<file path="src/rtl/sfs_pkg.sv">
// Shared definitions for the stepper feed sequencer: field widths,
// command codes, configuration register indexes and the full-step coil table.
// No dependencies.
package sfs_pkg;

    localparam int AMOUNT_W = 10;
    localparam int STEPS_W  = 12;
    localparam int PERIOD_W = 16;
    localparam int PHASE_W  = 2;
    localparam int COILS_W  = 4;
    localparam int CFG_IDX_W  = 2;
    localparam int CFG_DATA_W = 16;
    localparam int S_TDATA_W  = 16;
    localparam int M_TDATA_W  = 8;

    // command codes carried in tuser
    localparam logic OP_START = 1'b0;
    localparam logic OP_TICK  = 1'b1;

    // configuration register indexes
    localparam logic [CFG_IDX_W-1:0] REG_DEFAULT_AMOUNT = 2'd0;
    localparam logic [CFG_IDX_W-1:0] REG_STEPS_BACK     = 2'd1;
    localparam logic [CFG_IDX_W-1:0] REG_STEPS_FORWARD  = 2'd2;
    localparam logic [CFG_IDX_W-1:0] REG_STEP_PERIOD    = 2'd3;

    // reset values of the configuration registers
    localparam logic [AMOUNT_W-1:0] RST_DEFAULT_AMOUNT = 10'd1;
    localparam logic [STEPS_W-1:0]  RST_STEPS_BACK     = 12'd0;
    localparam logic [STEPS_W-1:0]  RST_STEPS_FORWARD  = 12'd2048;
    localparam logic [PERIOD_W-1:0] RST_STEP_PERIOD    = 16'd1000;

    typedef logic [COILS_W-1:0] t_coils;

    function automatic t_coils full_step(input logic [PHASE_W-1:0] ph);
        t_coils c;
        case (ph)
            2'd0:    c = 4'b1010;
            2'd1:    c = 4'b0110;
            2'd2:    c = 4'b0101;
            2'd3:    c = 4'b1001;
            default: c = 4'b0000;
        endcase
        return c;
    endfunction

endpackage

</file>
<file path="src/rtl/stepper_feed_sequencer.sv">
// A coil word is registered in the output register, or in the skid entry while the sink
// stalls, before it shows on the master side. Throughput: one command or tick word per
// cycle while the skid entry is empty; every word is handled in the single cycle it is
// accepted; output register and one-entry skid keep intake up for one word of sink stall.
// Reset (synchronous, active low): idle, phase 0, output empty, registers at defaults.
// Top level: step sequencer state, config registers and output buffering.
// Depends on sfs_pkg.
module stepper_feed_sequencer
    import sfs_pkg::*;
(
    input  logic                  i_clk,
    input  logic                  i_rst_n,
    // configuration write port
    input  logic                  i_cfg_we,
    input  logic [CFG_IDX_W-1:0]  i_cfg_idx,
    input  logic [CFG_DATA_W-1:0] i_cfg_data,
    // command / tick words
    input  logic                  s_axis_tvalid,
    output logic                  s_axis_tready,
    input  logic [S_TDATA_W-1:0]  s_axis_tdata,  // [9:0] amount, [15:10] zero
    input  logic                  s_axis_tuser,  // [0] opcode
    // coil words
    output logic                  m_axis_tvalid,
    input  logic                  m_axis_tready,
    output logic [M_TDATA_W-1:0]  m_axis_tdata,  // [3:0] coils, [7:4] zero
    output logic                  m_axis_tlast   // done_res
);

    // configuration
    logic [AMOUNT_W-1:0] r_default_amount;
    logic [STEPS_W-1:0]  r_steps_back;
    logic [STEPS_W-1:0]  r_steps_forward;
    logic [PERIOD_W-1:0] r_step_period;

    always_ff @(posedge i_clk) begin
        if (!i_rst_n) begin
            r_default_amount <= RST_DEFAULT_AMOUNT;
            r_steps_back     <= RST_STEPS_BACK;
            r_steps_forward  <= RST_STEPS_FORWARD;
            r_step_period    <= RST_STEP_PERIOD;
        end else if (i_cfg_we) begin
            case (i_cfg_idx)
                REG_DEFAULT_AMOUNT: r_default_amount <= i_cfg_data[AMOUNT_W-1:0];
                REG_STEPS_BACK:     r_steps_back     <= i_cfg_data[STEPS_W-1:0];
                REG_STEPS_FORWARD:  r_steps_forward  <= i_cfg_data[STEPS_W-1:0];
                REG_STEP_PERIOD:    r_step_period    <= i_cfg_data[PERIOD_W-1:0];
                default: ;
            endcase
        end
    end

    // sequencer state
    logic [PHASE_W-1:0]  r_phase,   n_phase;
    logic                r_busy,    n_busy;
    logic                r_fwd,     n_fwd;
    logic [AMOUNT_W-1:0] r_revs,    n_revs;
    logic [STEPS_W-1:0]  r_steps,   n_steps;
    logic [PERIOD_W-1:0] r_wait,    n_wait;

    // output register and skid entry
    logic                r_out_valid;
    t_coils              r_out_coils;
    logic                r_out_done;
    logic                r_skid_valid;
    t_coils              r_skid_coils;
    logic                r_skid_done;

    logic                accept;
    logic                pop;
    logic                res_valid;
    t_coils              res_coils;
    logic                res_done;
    logic [AMOUNT_W-1:0] amount;

    assign s_axis_tready = !r_skid_valid;
    assign accept = s_axis_tvalid && s_axis_tready;
    assign pop    = r_out_valid && m_axis_tready;
    assign amount = s_axis_tdata[AMOUNT_W-1:0];

    always_comb begin
        logic fin;
        n_phase   = r_phase;
        n_busy    = r_busy;
        n_fwd     = r_fwd;
        n_revs    = r_revs;
        n_steps   = r_steps;
        n_wait    = r_wait;
        res_valid = 1'b0;
        res_coils = '0;
        res_done  = 1'b0;
        fin       = 1'b0;
        if (accept) begin
            if (s_axis_tuser == OP_START) begin
                if (!r_busy) begin
                    n_busy  = 1'b1;
                    n_revs  = (amount == '0) ? r_default_amount : amount;
                    n_fwd   = 1'b1;
                    n_steps = '0;
                    n_wait  = '0;
                end
            end else if (r_busy) begin
                if (r_wait > PERIOD_W'(1)) begin
                    n_wait = r_wait - PERIOD_W'(1);
                end else begin
                    // step point: find a segment with a step left
                    res_valid = 1'b1;
                    if (r_steps_back == '0 && r_steps_forward == '0) begin
                        fin = 1'b1;
                    end else if (r_steps == '0) begin
                        if (!r_fwd) begin
                            if (r_steps_forward != '0) begin
                                n_fwd   = 1'b1;
                                n_steps = r_steps_forward;
                            end else if (r_revs == '0) begin
                                fin = 1'b1;
                            end else begin
                                // empty forward segment, straight into next revolution
                                n_revs  = r_revs - AMOUNT_W'(1);
                                n_fwd   = 1'b0;
                                n_steps = r_steps_back;
                            end
                        end else if (r_revs == '0) begin
                            fin = 1'b1;
                        end else begin
                            n_revs = r_revs - AMOUNT_W'(1);
                            if (r_steps_back == '0) begin
                                n_fwd   = 1'b1;
                                n_steps = r_steps_forward;
                            end else begin
                                n_fwd   = 1'b0;
                                n_steps = r_steps_back;
                            end
                        end
                    end
                    if (fin) begin
                        res_done = 1'b1;
                        n_busy   = 1'b0;
                        n_fwd    = 1'b0;
                        n_revs   = '0;
                        n_steps  = '0;
                        n_wait   = '0;
                    end else begin
                        res_coils = full_step(r_phase);
                        n_phase   = n_fwd ? r_phase + PHASE_W'(1) : r_phase - PHASE_W'(1);
                        n_steps   = n_steps - STEPS_W'(1);
                        n_wait    = r_step_period;
                    end
                end
            end
        end
    end

    always_ff @(posedge i_clk) begin
        if (!i_rst_n) begin
            r_phase <= '0;
            r_busy  <= 1'b0;
            r_fwd   <= 1'b0;
            r_revs  <= '0;
            r_steps <= '0;
            r_wait  <= '0;
        end else begin
            r_phase <= n_phase;
            r_busy  <= n_busy;
            r_fwd   <= n_fwd;
            r_revs  <= n_revs;
            r_steps <= n_steps;
            r_wait  <= n_wait;
        end
    end

    // output buffering: new word goes to the skid entry only when the
    // output register is held by a stalled sink
    always_ff @(posedge i_clk) begin
        if (!i_rst_n) begin
            r_out_valid  <= 1'b0;
            r_skid_valid <= 1'b0;
        end else if (r_skid_valid) begin
            if (pop) begin
                r_out_valid  <= 1'b1;
                r_skid_valid <= 1'b0;
            end
        end else if (res_valid) begin
            if (!r_out_valid || pop) begin
                r_out_valid <= 1'b1;
            end else begin
                r_skid_valid <= 1'b1;
            end
        end else if (pop) begin
            r_out_valid <= 1'b0;
        end
    end

    always_ff @(posedge i_clk) begin
        if (r_skid_valid) begin
            if (pop) begin
                r_out_coils <= r_skid_coils;
                r_out_done  <= r_skid_done;
            end
        end else if (res_valid) begin
            if (!r_out_valid || pop) begin
                r_out_coils <= res_coils;
                r_out_done  <= res_done;
            end else begin
                r_skid_coils <= res_coils;
                r_skid_done  <= res_done;
            end
        end
    end

    assign m_axis_tvalid = r_out_valid;
    assign m_axis_tdata  = {(M_TDATA_W - COILS_W)'(0), r_out_coils};
    assign m_axis_tlast  = r_out_done;

`ifndef SYNTHESIS
    a_skid_needs_out: assert property (@(posedge i_clk) disable iff (!i_rst_n)
        r_skid_valid |-> r_out_valid)
        else $error("skid entry held without output word");

    a_done_is_idle: assert property (@(posedge i_clk) disable iff (!i_rst_n)
        m_axis_tvalid && m_axis_tlast |-> m_axis_tdata == '0)
        else $error("done word with coils driven");

    a_idle_clear: assert property (@(posedge i_clk) disable iff (!i_rst_n)
        !r_busy |-> (r_steps == '0 && r_wait == '0 && r_revs == '0 && !r_fwd))
        else $error("idle sequencer with run state left");

    a_skid_on_stall: assert property (@(posedge i_clk) disable iff (!i_rst_n)
        $rose(r_skid_valid) |-> $past(r_out_valid && !m_axis_tready))
        else $error("skid filled while sink was free");

    a_busy_fall_done: assert property (@(posedge i_clk) disable iff (!i_rst_n)
        $fell(r_busy) |-> (r_out_valid || r_skid_valid))
        else $error("run ended without done word");
`endif

endmodule
</file>
<file path="config.mk">
export PLATFORM = sky130hd
export DESIGN_NAME = stepper_feed_sequencer
export DESIGN_NICKNAME = d
export VERILOG_FILES = /design/src/rtl/sfs_pkg.sv /design/src/rtl/stepper_feed_sequencer.sv
export SDC_FILE = /design/constraint.sdc
export NUM_CORES = 1
export LEC_CHECK = 0
export ABC_AREA = 1
export BUFFER_PORTS_ARGS = -buffer_cell sky130_fd_sc_hd__buf_2
export CAP_MARGIN = 40
export CORE_UTILIZATION = 60
export CTS_BUF_LIST = sky130_fd_sc_hd__clkbuf_8
export CTS_CLUSTER_DIAMETER = 120
export DETAILED_ROUTE_END_ITERATION = 10
export GPL_ROUTABILITY_DRIVEN = 0
export MAX_ROUTING_LAYER = met4
export PLACE_DENSITY = 0.81
export SLEW_MARGIN = 20
export SYNTH_ARGS = -nofsm -noshare
export SYNTH_HDL_FRONTEND = slang
export SYNTH_SLANG_ARGS = --single-unit
</file>
<file path="constraint.sdc">
create_clock -name i_clk -period 4.35 [get_ports i_clk]
set_input_delay 0.2175 -clock i_clk [delete_from_list [all_inputs] [get_ports i_clk]]
set_output_delay 0.2175 -clock i_clk [all_outputs]
set_load 0.005 [all_outputs]
</file>
==> results of run 1 <==
-- where the power goes --
| part | switching [mW] | internal, mW | leakage (nW) |
|---|---|---|---|
| Clock | 0.372 | 0.222 | 0.0991 |
| Combinational | 2.25 | 1.18 | 1.73 |
| Sequential | 0.108 | 1.08 | 0.863 |
-- stage by stage --
stage / util [%] / setup slack [ns]
after global routing: 67.3 / 1.28
final: 67.3 / 1.59
after detailed placement: 65.3 / 1.63
after floorplan: - / 2.20
after CTS: 67.3 / 1.61
after global placement: 65.2 / 1.75
-- sequential cells by signal (all words and copies together) (netlist names) --
name and cells:
r_skid_coils 4, r_fwd 1, r_default_amount 10, r_steps_forward 12
r_skid_done 1, r_skid_valid 1, m_axis_tvalid 1, r_busy 1
r_phase 2, r_wait 16, r_out_coils 4, r_steps 12
r_steps_back 12, r_revs 10, r_step_period 16, m_axis_tlast 1
-- metal layers --
metal  vias up  share of wire, %  global-route usage [%]
met2       200                45                    47.1
met4         0               1.8                    9.25
li1       2760                 -                       -
met3        18               6.6                    5.13
met1      2546                47                    41.0
met5         -                 0                       -
-- cells in the mapped netlist (2+ instances only) --
cell type  number
xor2_1         12
nand2_1       154
nand3_4         4
a21oi_1        79
buf_2           3
nand3_1        42
clkinv_1        5
edfxtp_1       10
nand4_1         7
xnor2_1         7
nor4_1          2
clkbuf_1       22
buf_4           5
a211oi_1       10
o21ai_0        85
inv_1          92
a31oi_1         3
nor2_1         90
nand2_2         8
nor3_1         10
dfxtp_1        94
inv_2           6
or2_2           5
nand3b_1        5
nor2_4          6
nand2_4         7
a21oi_2         3
ha_1           10
nand3_2        11
nor2_2          7
o22ai_1        12
-- critical path, cell delays in order (launching register included) --
cell and delay (ns):
dfxtp_1 0.40, inv_1 0.08, ha_1 0.26, o211a_1 0.24, nand3_1 0.25, a21boi_2 0.14
inv_2 0.23, a21oi_1 0.07, nand2_1 0.39, clkinv_1 0.32, o21ai_0 0.23, nor2_1 0.06
-- how the worst min path moves through the flow --
stage                             start                  end  slack, ns  depth (start not counted)
floorplan                i_cfg_data[11]  r_steps_forward[11]       0.34                          2
global placement    r_default_amount[4]  r_default_amount[4]       0.45                          2
detailed placement  r_default_amount[7]  r_default_amount[7]       0.45                          2
CTS                      i_cfg_data[13]    r_step_period[13]       0.07                          3
global route             i_cfg_data[13]    r_step_period[13]       0.08                          3
finish                   i_cfg_data[13]    r_step_period[13]       0.08                          3
-- kinds of logic after synthesis --
family	count (synthesis)	share of synthesized area, %
xor+xnor	19	2.84
simple gates	360	29.7
fa+ha+maj	10	2.14
flops	104	37.2
buf+inv	135	9.40
other cells	1	0.0640
compound gates	201	18.6
-- cell usage in the layout, fill, tap and decap left out, types with 4 or more instances in the layout --
cell      instances
a211oi_1         10
a21oi_1          79
buf_2            40
clkbuf_8          9
clkinv_1          5
conb_1            4
dfxtp_1          94
edfxtp_1         10
ha_1             10
inv_1            92
inv_2             6
nand2_1         154
nand2_2           8
nand2_4           7
nand3_1          42
nand3_2          11
nand3_4           4
nand3b_1          5
nand4_1           7
nor2_1           90
nor2_2            7
nor2_4            6
nor3_1           10
o21ai_0          85
o22ai_1          12
or2_2             5
xnor2_1           7
xor2_1           12
-- final cells by class --
cell class	count	area (um^2)	area share, %
multi-input combinational	594	3140	50.0
sequential	104	2180	34.8
inverter	104	395	6.30
timing repair buffer	42	215	3.43
tap	129	161	2.57
clock buffer	9	124	1.97
clock inverter	7	63.8	1.02
==> flow_metrics.tcl, run 1 <==
set metrics [dict create \
    rrSetupSlack_ns 1.59 \
    n_antenna_cell 0 \
    cp-start-kind "flop" \
    drt_first_pass_iters 5 \
    ios 51 \
    setup.worst_path.end_class "flop" \
    grt_pass1_wl_mm 23.8 \
    post-cts-setup-buffers 0 \
    critPathMaxFanout 14 \
    period_share_pct 63.6 \
    final_cell_area_um2 6280 \
    grt_overflow 0 \
    cts_resized 0 \
    start_util_pct 62.8 \
    synth_top_area_cell "dfxtp_1" \
    stdcell_count 989 \
    crit_arrival_ns 3.04 \
    crit_path_end "r_revs[2]" \
    synthCells 830 \
    post-route-min-period_ns 2.76 \
    antenna_left 0 \
    synth-edff-count 10 \
    max_cap_viol_count 0 \
    cts_buffers 9 \
    worstHoldPathType "in2reg" \
    n_fill_cell 847 \
    vias_per_cell 5.59 \
    reg2reg_to "r_revs[2]" \
    cts_num_sinks 104 \
    wl_mm 14.1 \
    outcome "finished clean" \
    timing.fmax_mhz 362 \
    cts_tree "yes" \
    hold_viol 0 \
    critPathKind "reg2reg" \
    power_density_nw_per_um2 831 \
    total_power_mw 5.22 \
    seq_area_frac_synth_pct 37.2 \
    setup_viol 0 \
    post-route-drc-count 0 \
    maxSlewViolCount 0 \
    dieWidth_um 101 \
    async_flop_share_pct 0 \
    final.setup.tns_ns 0 \
    synth_ff_type "dfxtp_1" \
    drive_above_1_share_pct 13.8 \
    avgSynthCellArea_um2 7.06 \
    root_buffer "clkbuf_8" \
    htreeDepth 3 \
    synth.area.top_cells "dfxtp_1 (32%), nand2_1 (9.9%), o21ai_0 (7.3%), a21oi_1 (6.7%), inv_1 (5.9%)" \
    drtIter0Drc 372 \
    grt_max_degree 52 \
    dp.cells 973 \
    core_um2 9330 \
    synth-seq-cells 104 \
    dpl.hpwl_mm 10.4 \
    slew_headroom_pct 48.9 \
    ir_drop_mv 0.468 \
    worstPathRequired_ns 4.63 \
    worst_skew_pair.late_latency_ns 0.38 \
    grt_setup_unrepaired "false" \
    die_area_um2 10200 \
    finClkSkew_ns 0.0168 \
    fin_hold_ws_ns 0.0787 \
    rows 35 \
    clockBufferDepth 2 \
    yosys.area.top_type_share_pct 32.1 \
    ys_warn_count 0 \
    timing.rr.start "r_wait[0]" \
    syn_to_final_growth_pct 7.18 \
    path_clk_slew_ns 0.11 \
    grt_use_total_pct 30.5 \
    netlist_area_um2 5860 \
    num_vias 5524 \
    grt_pass1_vias 5112 \
    wire_per_inst_um 14.3 \
    worst_slew_pin_slew_ns 0.764 \
    final_nets 905 \
    crit_path_start "r_wait[0]" \
    die_y_um 101 \
    place_area_um2 6090 \
    antenna_found_initial 0 \
    port_buffers 40 \
    synth_cell_types 45 \
    ctsHoldBuffers 0 \
    rr_worst_depth 11 \
    leakagePower_nw 2.69 \
]
Note: power is estimated with default switching activity, not from simulation.
==> inputs of run 2 (changes only) <==
==> constraint.sdc (replaced) <==
create_clock -name i_clk -period 2.6 [get_ports i_clk]
set_input_delay 0.13 -clock i_clk [delete_from_list [all_inputs] [get_ports i_clk]]
set_output_delay 0.13 -clock i_clk [all_outputs]
set_load 0.005 [all_outputs]
==> run 2 against run 1 <==
Net effect: wire length rose by 3.1%; first-iteration DRC count is 0.81% lower; via count grew 1.5%; worst hold slack worse by 0.055 ns; power up 75%; global-route usage grew 0.43 points; sequential share of layout area fell by 0.75 points; cell count increased by 1.4%; highest routed layer unchanged; count of clock-buffer cells in the layout did not move; sequential power is 67% higher; largest cell class unchanged; clock skew rose by 0.00082 ns; largest power group unchanged; setup slack got worse by 1.4 ns.
==> flow_metrics.tcl, run 2 (synthesized netlist as in run 1, its figures left out) <==
set metrics [dict create \
    outcome "finished clean" \
    num_vias 5605 \
    syn_to_final_growth_pct 9.55 \
    drive_above_1_share_pct 15.3 \
    fin_hold_ws_ns 0.0238 \
    slew_headroom_pct 47.6 \
    drt_first_pass_iters 8 \
    die_y_um 101 \
    period_share_pct 92.7 \
    finClkSkew_ns 0.0176 \
    port_buffers 40 \
    antenna_found_initial 0 \
    place_worst_setup_slack_ns 0.218 \
    n_antenna_cell 0 \
    max_cap_viol_count 0 \
    cts_tree "yes" \
    dp.cells 984 \
    top_layer_used "met4" \
    timing.fmax_mhz 415 \
    final_cell_area_um2 6420 \
    crit_arrival_ns 2.71 \
    place_area_um2 6170 \
    final_nets 919 \
    post-route-min-period_ns 2.41 \
    htreeDepth 3 \
    root_buffer "clkbuf_8" \
    layout_common_cells "nand2_1 (154), dfxtp_1 (94), inv_1 (91)" \
    power_density_nw_per_um2 1420 \
    worst_slew_pin_slew_ns 0.784 \
    total_power_mw 9.13 \
    dieWidth_um 101 \
    critPathKind "reg2reg" \
    start_util_pct 62.8 \
    clockBufferDepth 2 \
    rows 35 \
    hold_viol 0 \
    n_fill_cell 851 \
    grt_use_total_pct 30.9 \
    path_clk_slew_ns 0.12 \
    final.setup.tns_ns 0 \
    worstHoldPathType "in2reg" \
    final_common_cell "nand2_1" \
    setup_ws_ns 0.191 \
    ios 51 \
    worstPathRequired_ns 2.90 \
    met1_length_mm 6.63 \
    wl_met2_mm 6.60 \
    drtIter0Drc 369 \
    slowest_stage "dfxtp_1" \
    dpl.hpwl_mm 10.6 \
    path_cells "nor2_1, nand3_1, nor2_2, nor2_2, nand2_1, or2_2, nand3_2, ha_2, nand3_2, a21boi_0, o21ai_0, a21oi_1" \
    ir_drop_mv 0.823 \
    grt_pass1_wl_mm 23.8 \
    post-route-drc-count 0 \
    setup_viol 0 \
    biggestRegsByFlops "r_step_period x16, r_wait x16" \
    cts_num_sinks 104 \
    core_um2 9330 \
    grt_max_degree 52 \
    critPathMaxFanout 6 \
    route.met3.wl_mm 1.03 \
    grt_overflow 0 \
    grt_setup_unrepaired "false" \
    antenna_left 0 \
    die_area_um2 10200 \
    cp-start-kind "flop" \
    maxSlewViolCount 0 \
    wire_per_inst_um 14.5 \
    post-route-util_pct 68.8 \
    stdcell_count 1003 \
    wl_mm 14.6 \
    cts_buffers 9 \
    vias_per_cell 5.59 \
    worst_skew_pair.late_latency_ns 0.38 \
    slowest_delay_ns 0.43 \
    leakagePower_nw 2.76 \
    setup.worst_path.end_class "flop" \
    grt_pass1_vias 4983 \
]
-- run 2: final timing paths --
check	startpoint	endpoint	slack [ns]	cells after the start
worst max-delay path	r_steps_forward[5]	r_steps[4]	0.19	12
worst min-delay path	i_cfg_data[15]	r_step_period[15]	0.02	3
worst max register to register	r_steps_forward[5]	r_steps[4]	0.19	12
worst min register to register	r_default_amount[4]	r_default_amount[4]	0.47	2
-- run 2: metal layers --
layer,track usage [%],vias to the layer above
met5,-,-
met1,41.7,2560
met2,47.8,229
met4,8.92,0
li1,-,2786
met3,5.27,30
-- run 2: area by class of cell --
type                    instances  area, um^2  share of cell area, %
well taps                     129         161                   2.52
multi-input cells             594        3140                   49.0
clock buffers                   9         124                   1.93
repair buffers                 56         325                   5.07
inverters                     104         395                   6.16
clock inverters                 7        87.6                   1.36
flip-flops and latches        104        2180                   34.0
-- run 2: what timing repair did --
action,4_1_cts,5_1_grt
setup buffers,0,1
hold buffers,2,0
gates resized for setup,0,3
endpoints found under the setup margin,0,5
hold endpoints to repair,2,0
-- run 2: worst max-delay path, delay by kind of cell, from the launching register on --
| family | cells | cell delay [ns] |
|---|---|---|
| AND/OR/NAND/NOR | 8 | 1.21 |
| flip-flops | 1 | 0.43 |
| adder cells (fa/ha/maj) | 1 | 0.21 |
| AO/OA/AOI/OAI | 3 | 0.47 |
-- run 2: where the power goes --
part	total [mW]	switching (mW)	internal, mW
Clock	1.09	0.619	0.467
Sequential	1.99	0.179	1.81
Combinational	6.06	3.89	2.17
==> inputs of run 3 (changes only) <==
--- a/config.mk
+++ b/config.mk
@@ -14,7 +14,7 @@
 export DETAILED_ROUTE_END_ITERATION = 10
 export GPL_ROUTABILITY_DRIVEN = 0
 export MAX_ROUTING_LAYER = met4
-export PLACE_DENSITY = 0.81
+export PLACE_DENSITY = 0.9
 export SLEW_MARGIN = 20
 export SYNTH_ARGS = -nofsm -noshare
 export SYNTH_HDL_FRONTEND = slang
==> run 3 against run 2 <==
Net effect: sequential power about the same; utilization decreased by 0.081 points; clock skew fell by 0.0016 ns; cell count barely moved; setup slack gained 0.091 ns; power down 1.5%; clock power down 9%; register-to-register slack better by 0.09 ns; wire length shrank 2.8%; non-clock buffer count increased by 1; combinational power down 0.7%; sequential share of layout area about the same; critical path type unchanged; largest power group unchanged.
==> flow_metrics.tcl, run 3 (synthesized netlist as in run 1, its figures left out) <==
set metrics [dict create \
    grt_use_total_pct 29.9 \
    ios 51 \
    dieWidth_um 101 \
    grt_max_degree 51 \
    rows 35 \
    setup.worst_path.end_class "flop" \
    critPathKind "reg2reg" \
    root_buffer "clkbuf_8" \
    post-route-drc-count 0 \
    power_density_nw_per_um2 1400 \
    max_cap_viol_count 0 \
    wl_met2_mm 6.72 \
    top_layer_used "met4" \
    cts_tree "yes" \
    path_clk_slew_ns 0.11 \
    die_area_um2 10200 \
    drtIter0Drc 351 \
    route.met3.wl_um 827 \
    syn_to_final_growth_pct 9.42 \
    setup_ws_ns 0.282 \
    biggestRegsByFlops "r_step_period x16, r_wait x16" \
    die_y_um 101 \
    antenna_left 0 \
    finClkSkew_ns 0.0160 \
    n_antenna_cell 0 \
    grt_overflow 0 \
    start_util_pct 62.8 \
    final_nets 920 \
    dp.cells 986 \
    final_common_cell "nand2_1" \
    cp-start-kind "flop" \
    clockBufferDepth 2 \
    post-route-min-period_ns 2.32 \
    grt_pass1_wl_mm 23.4 \
    wl_mm 14.2 \
    stdcell_count 1004 \
    core_um2 9330 \
    worstPathRequired_ns 2.92 \
    hold_viol 0 \
    setup_viol 0 \
    met1_length_mm 6.37 \
    period_share_pct 89.2 \
    slowest_delay_ns 0.33 \
    critPathMaxFanout 7 \
    drive_above_1_share_pct 15.5 \
    worst_slew_pin_slew_ns 0.776 \
    worstHoldPathType "in2reg" \
    cts_buffers 9 \
    leakagePower_nw 2.76 \
    cts_num_sinks 104 \
    slew_headroom_pct 48.1 \
    place_worst_setup_slack_ns 0.241 \
    final.setup.tns_ns 0 \
    antenna_found_initial 0 \
    num_vias 5515 \
    maxSlewViolCount 0 \
    slowest_stage "dfxtp_1" \
    outcome "finished clean" \
    dpl.hpwl_mm 10.5 \
    drt_first_pass_iters 4 \
    vias_per_cell 5.49 \
    post-cts-setup-buffers 0 \
    grt_setup_unrepaired "false" \
    worst_skew_pair.late_latency_ns 0.37 \
    crit_arrival_ns 2.64 \
    layout_common_cells "nand2_1 (154), dfxtp_1 (94), inv_1 (92)" \
    wire_per_inst_um 14.1 \
    timing.fmax_mhz 431 \
    ir_drop_mv 1.04 \
    port_buffers 40 \
    crit_family "simple AND/OR/NAND/NOR gates" \
    grt_pass1_vias 5039 \
    path_buf_inv 2 \
    fin_hold_ws_ns 0.0254 \
    path_cells "inv_1, ha_2, nand2_2, nor2_4, nand3_4, clkinv_4, nand2_4, nand2_4, nand2_1, nand3_2, ha_2, nand3_2, nor2_2, nand2_1, nand2_1, nand3_2, a21oi_2" \
    htreeDepth 3 \
]
[run 3: report_power, final]
part	internal [mW]	switching (mW)	leakage (nW)	total (mW)
logic	2.20	3.82	1.80	6.02
clock network	0.372	0.622	0.0980	0.993
registers	1.81	0.180	0.863	1.99
total	4.38	4.62	2.76	9.00
[run 3: tightest hold or removal path: stages]
cell and delay [ns]:
buf_2 0.10, nand2_1 0.05, a21oi_1 0.06
[run 3: metal layers]
metal | vias to the layer above | GRT usage [%]
met5 | - | -
met4 | 0 | 9.03
met3 | 23 | 3.95
met2 | 192 | 47.8
met1 | 2500 | 39.7
li1 | 2800 | -
[run 3: final timing paths]
| path | from | end | cells past startpoint | slack (ns) |
|---|---|---|---|---|
| worst max-delay path | r_revs[0] | r_steps[10] | 17 | 0.28 |
| worst min-delay path | i_cfg_data[13] | r_step_period[13] | 3 | 0.03 |
| worst max register to register | r_revs[0] | r_steps[10] | 17 | 0.28 |
| worst min register to register | r_step_period[1] | r_step_period[1] | 2 | 0.46 |
[run 3: per-stage QoR]
step | util [%] | instance area (um^2) | total power [mW]
final | 68.7 | 6410 | 9.00
after global placement | 66.3 | 6180 | 7.72
after global routing | 68.7 | 6410 | 9.78
after CTS | 68.5 | 6380 | 8.86
after detailed placement | 66.3 | 6190 | 7.84
after floorplan | - | 5870 | 6.82
[run 3: layout make-up]
cell class / instances / area (um^2)
clock buffer: 9 / 124
clock inverter: 7 / 62.6
fill: 766 / 2920
inverter: 104 / 395
multi-input combinational: 594 / 3150
sequential: 104 / 2180
tap: 129 / 161
timing repair buffer: 57 / 338
[run 3: timing repair]
action                     in CTS  in global routing
setup endpoints to repair       0                  3
hold buffers                    1                  0
resized for setup               0                  3
hold endpoints to repair        1                  0
